<file path="config.mk">
export PLATFORM = sky130hd
export DESIGN_NAME = polygon_area_centroid_core
export DESIGN_NICKNAME = d
export VERILOG_FILES = /design/src/hdl/pac_pkg.sv /design/src/hdl/polygon_area_centroid_core.sv
export SDC_FILE = /design/constraint.sdc
export NUM_CORES = 2
export LEC_CHECK = 0
export BUFFER_PORTS_ARGS = -buffer_cell sky130_fd_sc_hd__clkbuf_2
export CORE_AREA = 2 2 339 476
export DETAILED_ROUTE_END_ITERATION = 12
export DIE_AREA = 0 0 341 478
export GPL_ROUTABILITY_DRIVEN = 0
export PLACE_DENSITY = 0.53
export SYNTH_ARGS = -nofsm -noshare
export SYNTH_HDL_FRONTEND = slang
export SYNTH_SLANG_ARGS = --single-unit
</file>
<file path="constraint.sdc">
create_clock -name i_clk -period 9.7 [get_ports i_clk]
set_input_delay 2.425 -clock i_clk [delete_from_list [all_inputs] [get_ports i_clk]]
set_output_delay 2.425 -clock i_clk [all_outputs]
set_load 0.005 [all_outputs]
</file>
<file path="src/hdl/pac_pkg.sv">
package pac_pkg;

    // default geometry
    localparam int DEF_MAX_VERTICES = 1024;
    localparam int DEF_COORD_BITS   = 16;

    // result field widths
    localparam int TA_W  = 35;
    localparam int NUM_W = 52;
    localparam int DEN_W = 35;

    // accumulators never grow past this, sums wrap beyond it
    localparam int ACC_MAX_W = 64;

    localparam logic signed [ACC_MAX_W-1:0] AREA_LIMIT = 64'sd8589934592;
    localparam logic signed [ACC_MAX_W-1:0] NUM_LIMIT  = 64'sd1125899906842624;

    localparam int         I_ZERO  = 0;
    localparam logic [1:0] I_THREE = 2'd3;

    // symmetric saturation to +-lim
    function automatic logic signed [ACC_MAX_W-1:0] sat_sym(
        input logic signed [ACC_MAX_W-1:0] v,
        input logic signed [ACC_MAX_W-1:0] lim
    );
        if (v > lim) begin
            return lim;
        end
        if (v < -lim) begin
            return -lim;
        end
        return v;
    endfunction

endpackage

</file>
<file path="src/hdl/polygon_area_centroid_core.sv">
// polygon area and centroid by the shoelace sum
//
// vertices arrive on the input channel (i_in_valid / o_in_stall) in ring order,
// one request per vertex, with i_last_vertex set on the final one. the result
// channel (o_out_valid / i_out_stall) carries one request per polygon: twice
// the signed area and the centroid as num_x / denom, num_y / denom. a polygon
// with non-positive area reports the plain vertex average with the vertex
// count as denom. vertices past MAX_VERTICES are dropped and raise too_many.
//
// sequencing: one signed multiplier serves the four products of an edge, so an
// edge runs as a series of steps (two cross terms, a subtract, two weighted
// terms, the last accumulate). a first or dropped vertex that is not final
// is taken straight in, any other vertex runs an edge. a final vertex adds
// the closing edge, a saturation step and an output load; a lone or dropped
// final vertex runs only the closing edge. the next vertex waits for the load.
// the input side stalls while a vertex is in work. the result sits in an
// output register; if the receiver stalls, the next polygon is still taken
// and only its finishing step waits for the register to drain.
// synchronous reset clears all sums, the vertex count and the output valid.
module polygon_area_centroid_core
    import pac_pkg::*;
#(
    parameter int MAX_VERTICES = DEF_MAX_VERTICES,
    parameter int COORD_BITS   = DEF_COORD_BITS
) (
    input  logic                         i_clk,
    input  logic                         i_rst_n,
    input  logic                         i_in_valid,
    output logic                         o_in_stall,
    input  logic signed [COORD_BITS-1:0] i_vertex_x,
    input  logic signed [COORD_BITS-1:0] i_vertex_y,
    input  logic                         i_last_vertex,
    output logic                         o_out_valid,
    input  logic                         i_out_stall,
    output logic signed [TA_W-1:0]       o_twice_area,
    output logic signed [NUM_W-1:0]      o_num_x,
    output logic signed [NUM_W-1:0]      o_num_y,
    output logic [DEN_W-1:0]             o_denom,
    output logic                         o_too_many
);

    // operand and accumulator widths
    localparam int CNT_W   = $clog2(MAX_VERTICES + 1);
    localparam int SA_W    = COORD_BITS + 1;           // coordinate pair sum
    localparam int PROD_W  = 2 * COORD_BITS + 1;       // edge cross product
    localparam int WPROD_W = SA_W + PROD_W;            // multiplier result
    localparam int AREA_W  = (PROD_W + CNT_W > ACC_MAX_W) ? ACC_MAX_W : PROD_W + CNT_W;
    localparam int WACC_W  = (WPROD_W + CNT_W > ACC_MAX_W) ? ACC_MAX_W : WPROD_W + CNT_W;
    localparam int PACC_W  = (COORD_BITS + CNT_W > ACC_MAX_W) ? ACC_MAX_W : COORD_BITS + CNT_W;

    // sequencer codes
    localparam logic [3:0] S_IDLE = 4'd0;
    localparam logic [3:0] S_M0   = 4'd1;   // ax*by
    localparam logic [3:0] S_M1   = 4'd2;   // bx*ay
    localparam logic [3:0] S_M2   = 4'd3;   // cross product
    localparam logic [3:0] S_M3   = 4'd4;   // (ax+bx)*c, area sum
    localparam logic [3:0] S_M4   = 4'd5;   // (ay+by)*c, x sum
    localparam logic [3:0] S_M5   = 4'd6;   // y sum, pick next edge
    localparam logic [3:0] S_FIN0 = 4'd7;   // saturate
    localparam logic [3:0] S_FIN1 = 4'd8;   // hand result over

    logic [3:0]                r_state;
    logic [CNT_W-1:0]          r_count;
    logic                      r_ovf;
    logic                      r_last;
    logic                      r_close;
    logic signed [COORD_BITS-1:0] r_first_x, r_first_y, r_prev_x, r_prev_y;
    logic signed [COORD_BITS-1:0] r_ax, r_ay, r_bx, r_by;
    logic signed [AREA_W-1:0]  r_area;
    logic signed [WACC_W-1:0]  r_wx, r_wy;
    logic signed [PACC_W-1:0]  r_px, r_py;
    logic signed [WPROD_W-1:0] r_p;
    logic signed [PROD_W-1:0]  r_c;
    logic signed [TA_W-1:0]    r_ta;
    logic signed [NUM_W-1:0]   r_nx, r_ny;
    logic                      r_pos;
    logic                      r_out_valid;
    logic signed [TA_W-1:0]    r_out_ta;
    logic signed [NUM_W-1:0]   r_out_nx, r_out_ny;
    logic [DEN_W-1:0]          r_out_den;
    logic                      r_out_ovf;

    logic                      in_acc;
    logic                      out_free;
    logic signed [SA_W-1:0]    mul_a;
    logic signed [PROD_W-1:0]  mul_b;
    logic signed [WPROD_W-1:0] mul_p;
    logic signed [ACC_MAX_W-1:0] area_ext, wx_ext, wy_ext, px_ext, py_ext;
    logic signed [ACC_MAX_W-1:0] ta_sat, nx_sat, ny_sat;
    logic [DEN_W-1:0]          den_calc;

    assign o_in_stall = (r_state != S_IDLE);
    assign in_acc     = i_in_valid && !o_in_stall;
    assign out_free   = !r_out_valid || !i_out_stall;

    // shared multiplier operand select
    always_comb begin
        unique case (r_state)
            S_M1: begin
                mul_a = SA_W'(r_bx);
                mul_b = PROD_W'(r_ay);
            end
            S_M3: begin
                mul_a = SA_W'(r_ax) + SA_W'(r_bx);
                mul_b = r_c;
            end
            S_M4: begin
                mul_a = SA_W'(r_ay) + SA_W'(r_by);
                mul_b = r_c;
            end
            default: begin
                mul_a = SA_W'(r_ax);
                mul_b = PROD_W'(r_by);
            end
        endcase
    end

    assign mul_p = WPROD_W'(mul_a) * WPROD_W'(mul_b);

    // saturation of the closed sums
    assign area_ext = ACC_MAX_W'(r_area);
    assign wx_ext   = ACC_MAX_W'(r_wx);
    assign wy_ext   = ACC_MAX_W'(r_wy);
    assign px_ext   = ACC_MAX_W'(r_px);
    assign py_ext   = ACC_MAX_W'(r_py);
    assign ta_sat   = sat_sym(area_ext, AREA_LIMIT);
    assign nx_sat   = (area_ext > ACC_MAX_W'(I_ZERO)) ? sat_sym(wx_ext, NUM_LIMIT)
                                                      : sat_sym(px_ext, NUM_LIMIT);
    assign ny_sat   = (area_ext > ACC_MAX_W'(I_ZERO)) ? sat_sym(wy_ext, NUM_LIMIT)
                                                      : sat_sym(py_ext, NUM_LIMIT);

    // denominator: three times twice the area, else the vertex count
    assign den_calc = r_pos ? DEN_W'($unsigned(r_ta) * DEN_W'(I_THREE))
                            : DEN_W'(r_count);

    always_ff @(posedge i_clk) begin
        if (!i_rst_n) begin
            r_state     <= S_IDLE;
            r_count     <= '0;
            r_ovf       <= 1'b0;
            r_last      <= 1'b0;
            r_close     <= 1'b0;
            r_first_x   <= '0;
            r_first_y   <= '0;
            r_prev_x    <= '0;
            r_prev_y    <= '0;
            r_ax        <= '0;
            r_ay        <= '0;
            r_bx        <= '0;
            r_by        <= '0;
            r_area      <= '0;
            r_wx        <= '0;
            r_wy        <= '0;
            r_px        <= '0;
            r_py        <= '0;
            r_p         <= '0;
            r_c         <= '0;
            r_ta        <= '0;
            r_nx        <= '0;
            r_ny        <= '0;
            r_pos       <= 1'b0;
            r_out_valid <= 1'b0;
            r_out_ta    <= '0;
            r_out_nx    <= '0;
            r_out_ny    <= '0;
            r_out_den   <= '0;
            r_out_ovf   <= 1'b0;
        end else begin
            r_p <= mul_p;
            // drained result, unless a new one is loaded below
            if (r_out_valid && !i_out_stall && (r_state != S_FIN1)) begin
                r_out_valid <= 1'b0;
            end
            unique case (r_state)
                S_IDLE: begin
                    if (in_acc) begin
                        r_last <= i_last_vertex;
                        if (r_count < CNT_W'(MAX_VERTICES)) begin
                            r_count  <= r_count + 1'b1;
                            r_prev_x <= i_vertex_x;
                            r_prev_y <= i_vertex_y;
                            r_px     <= r_px + PACC_W'(i_vertex_x);
                            r_py     <= r_py + PACC_W'(i_vertex_y);
                            if (r_count == '0) begin
                                // lone vertex closes onto itself
                                r_first_x <= i_vertex_x;
                                r_first_y <= i_vertex_y;
                                r_ax      <= i_vertex_x;
                                r_ay      <= i_vertex_y;
                                r_bx      <= i_vertex_x;
                                r_by      <= i_vertex_y;
                                r_close   <= 1'b1;
                                r_state   <= i_last_vertex ? S_M0 : S_IDLE;
                            end else begin
                                r_ax    <= r_prev_x;
                                r_ay    <= r_prev_y;
                                r_bx    <= i_vertex_x;
                                r_by    <= i_vertex_y;
                                r_close <= 1'b0;
                                r_state <= S_M0;
                            end
                        end else begin
                            // dropped vertex, ring closes from the last kept one
                            r_ovf   <= 1'b1;
                            r_ax    <= r_prev_x;
                            r_ay    <= r_prev_y;
                            r_bx    <= r_first_x;
                            r_by    <= r_first_y;
                            r_close <= 1'b1;
                            r_state <= i_last_vertex ? S_M0 : S_IDLE;
                        end
                    end
                end
                S_M0: begin
                    r_state <= S_M1;
                end
                S_M1: begin
                    r_c     <= PROD_W'(r_p);
                    r_state <= S_M2;
                end
                S_M2: begin
                    r_c     <= r_c - PROD_W'(r_p);
                    r_state <= S_M3;
                end
                S_M3: begin
                    r_area  <= r_area + AREA_W'(r_c);
                    r_state <= S_M4;
                end
                S_M4: begin
                    r_wx    <= r_wx + WACC_W'(r_p);
                    r_state <= S_M5;
                end
                S_M5: begin
                    r_wy <= r_wy + WACC_W'(r_p);
                    if (r_close) begin
                        r_state <= S_FIN0;
                    end else if (r_last) begin
                        // closing edge back to the first vertex
                        r_ax    <= r_prev_x;
                        r_ay    <= r_prev_y;
                        r_bx    <= r_first_x;
                        r_by    <= r_first_y;
                        r_close <= 1'b1;
                        r_state <= S_M0;
                    end else begin
                        r_state <= S_IDLE;
                    end
                end
                S_FIN0: begin
                    r_ta    <= TA_W'(ta_sat);
                    r_nx    <= NUM_W'(nx_sat);
                    r_ny    <= NUM_W'(ny_sat);
                    r_pos   <= (area_ext > ACC_MAX_W'(I_ZERO));
                    r_state <= S_FIN1;
                end
                S_FIN1: begin
                    if (out_free) begin
                        r_out_valid <= 1'b1;
                        r_out_ta    <= r_ta;
                        r_out_nx    <= r_nx;
                        r_out_ny    <= r_ny;
                        r_out_den   <= den_calc;
                        r_out_ovf   <= r_ovf;
                        // back to an empty polygon
                        r_count     <= '0;
                        r_ovf       <= 1'b0;
                        r_first_x   <= '0;
                        r_first_y   <= '0;
                        r_prev_x    <= '0;
                        r_prev_y    <= '0;
                        r_area      <= '0;
                        r_wx        <= '0;
                        r_wy        <= '0;
                        r_px        <= '0;
                        r_py        <= '0;
                        r_state     <= S_IDLE;
                    end
                end
                default: begin
                    r_state <= S_IDLE;
                end
            endcase
        end
    end

    assign o_out_valid  = r_out_valid;
    assign o_twice_area = r_out_ta;
    assign o_num_x      = r_out_nx;
    assign o_num_y      = r_out_ny;
    assign o_denom      = r_out_den;
    assign o_too_many   = r_out_ovf;

endmodule

</file>
==> metrics.cfg <==
[route]
num_vias=56400
viasPerCell=5.64
drc=0
routed_wl_um=222000
drt_iter0_markers=4036
first_pass_iters=7
wl_per_cell_um=22.2
drt.antenna.violating_nets=0

[setup_path]
timing.critical_path.mode_cell=fa_1
path_buf_inv=5
path_class=reg2reg
cp_slowest_stage_delay_ns=0.72
crit_fanout=35
cp_slowest_cell=a2111oi_0
arrival_ns=9.81
endpoint_kind=flop
crit_required_ns=10.24
crit_family=adder cells
start_kind=flop

[layout]
nets=8833
final_cell_mix=1,144 x nand2_1, 763 x dfxtp_1, 740 x inv_1
syn_to_final_growth_pct=10.2
finish.utilization=0.437
final_common_cell=nand2_1
layout-drive-gt1-share=0.0747

[logic_synthesis]
synth_edf_count=0
synth_flop_cell=dfxtp_1
synth_top_area_share=0.243
syn_nets=8823
synth.area.top_cells=dfxtp_1 24%, fa_1 17%, ha_1 8.5%
synth_cell_types=87
seq_area_frac_synth=0.243
synth_warnings=0
synth_area_um2=63200
ys_ff_latch=765
synth_top_area_cell=dfxtp_1
avgSynthCellArea_um2=8.09
synthCells=7810
ys_async_sr_fraction=0

[clock_tree]
cts_buffers=84
clk_latency_ns=0.73
cts_max_level=3
cts_tree=built
cts_hold_buf=0
cts.sinks=765
clock_path_buffers=3
clk_pin_slew_ns=0.06
clockRootBuffer=clkbuf_16

[timing]
timing.final.crit_share=0.955
clock.fmax_mhz=108
slew_viol_final=0
tightest_slew_ns=1.33
hold_viol_final=0
rsz0062_at_grt=false
fin_skew_ns=0.0709
layout_min_cycle_time_ns=9.27
setup_viol=0
setup_tns_ns=0
slew-limit-headroom=0.111

[power_and_ir_drop]
p_int_mw=8.86
pwr-share-comb=0.554
p_leak_nw=31.5
ir_drop_v=0.000150
pwr-share-clk=0.210
p_sw_mw=7.24
p_per_area_nw_per_um2=231
netSwitchingFraction=0.450
pwr-share-seq=0.236

[global_routing]
first_global_vias=56600
grt_pass1_wl_um=341000
grt_antenna_before_repair=7
grt_overflow=0
grt_max_degree=109
track_usage=0.269

[floorplanning]
die_h_um=478
io_pins=214
core_area_um2=159000
fp-row-count=174
start_util=0.397
die_x_um=341
dieArea_um2=163000

[worst_hold_path]
hold_class=reg2reg

[placement]
portBuffers=213
hpwl_um=173000

[run]
maxCapViolations=0

[outcome]
outcome=completed

## worst paths after layout
path | start | endpoint | slack, ns | cells past startpoint
setup / recovery | r_state[1]$_SDFFE_PN0P_ | r_p[48]$_SDFF_PN0_ | 0.43 | 25
hold / removal | r_ny[38]$_SDFFE_PN0P_ | o_num_y[38]$_SDFFE_PN0P_ | 0.45 | 2
setup reg to reg | r_state[1]$_SDFFE_PN0P_ | r_p[48]$_SDFF_PN0_ | 0.43 | 25
hold reg to reg | r_ny[38]$_SDFFE_PN0P_ | o_num_y[38]$_SDFFE_PN0P_ | 0.45 | 2
## metrics by stage
step | area (um^2) | cells | power (mW) | worst slack (ns) | hold slack [ns]
after floorplan | 63200 | 7810 | 10.2 | 1.10 | 0.431
after global placement | 66500 | 9842 | 12.6 | 0.346 | 0.439
after detailed placement | 66500 | 9842 | 12.7 | 0.275 | 0.444
after CTS | 69400 | 9995 | 16.1 | 0.171 | 0.445
after global routing | 69600 | 10000 | 17.5 | 0.00799 | 0.464
final | 69600 | 10000 | 16.1 | 0.433 | 0.447
## power groups by stage
stage | clock network, mW | logic, mW | registers [mW]
6_report | 3.38 | 8.92 | 3.80
5_1_grt | 3.57 | 10.1 | 3.80
4_1_cts | 3.46 | 8.89 | 3.79
3_5_place_dp | 0 | 8.84 | 3.86
3_3_place_gp | 0 | 8.74 | 3.86
2_1_floorplan | 0 | 6.61 | 3.56
## cells in the mapped netlist (all sizes together), types with 93 or more instances
| master | count |
|---|---|
| dfxtp | 765 |
| a21o | 248 |
| fa | 546 |
| o21ai | 356 |
| nor2 | 700 |
| clkbuf | 416 |
| nand2 | 1146 |
| ha | 430 |
| a21oi | 686 |
| xor2 | 131 |
| inv | 741 |
| nand3 | 218 |
| xnor2 | 180 |
| a211oi | 93 |
## per-layer routing
metal	GRT usage	vias up	routed length, um
met4	0.130	0	12000
met3	0.0287	434	10600
met5	0	-	0
met1	0.324	27800	89900
met2	0.477	1548	110000
li1	-	26600	-
## cell families after synthesis
group	Yosys count	synth area share
buffers and inverters	1183	0.0705
DFF	765	0.243
adders and majority gates	976	0.258
xor gates and xnor gates	311	0.0431
and+or+nand+nor	2547	0.175
muxes	60	0.00955
AOI/OAI and AO/OA	1968	0.201
## state kept, by name, summed over array words and instances, names as in the netlist, 27 cells and up
register,flops
o_twice_area,35
r_nx,52
r_ny,52
o_num_x,52
r_ta,35
r_area,44
r_py,27
o_num_y,52
r_px,27
r_wy,61
r_c,33
r_wx,61
o_denom,35
r_p,50
## cell type report
class                      instances  area, um^2
clock inverter                    36         448
timing repair buffer             365        2280
multi-input combinational       5863       43700
fill                           16000       89600
antenna                            3        7.51
clock buffer                     117        2440
sequential                       765       15300
inverter                         741        2790
tap                             2112        2640
## worst register-to-register path, stage by stage (launching register included)
cell and delay, ns:
dfxtp_1 0.52, or3b_2 0.50, nor2_1 0.52, nor2_2 0.09, buf_4 0.29, a221o_1 0.57, buf_4 0.32, nand2_1 0.16
inv_1 0.11, fa_1 0.61, fa_1 0.43, inv_1 0.38, fa_1 0.55, fa_1 0.48, fa_1 0.52, inv_1 0.05
fa_1 0.43, ha_1 0.42, a21o_1 0.27, a21o_1 0.20, a221o_1 0.36, a21o_1 0.18, a2111oi_0 0.72, a21oi_1 0.18
xnor2_1 0.19, nor2_1 0.05
## timing repair
item | CTS | global route
hold endpoints to repair | 0 | 0
endpoints found under the setup margin | 0 | 16
gates resized for setup | 0 | 27
buffers inserted | 0 | 3
No activity file was read; power rests on OpenSTA's default activity.
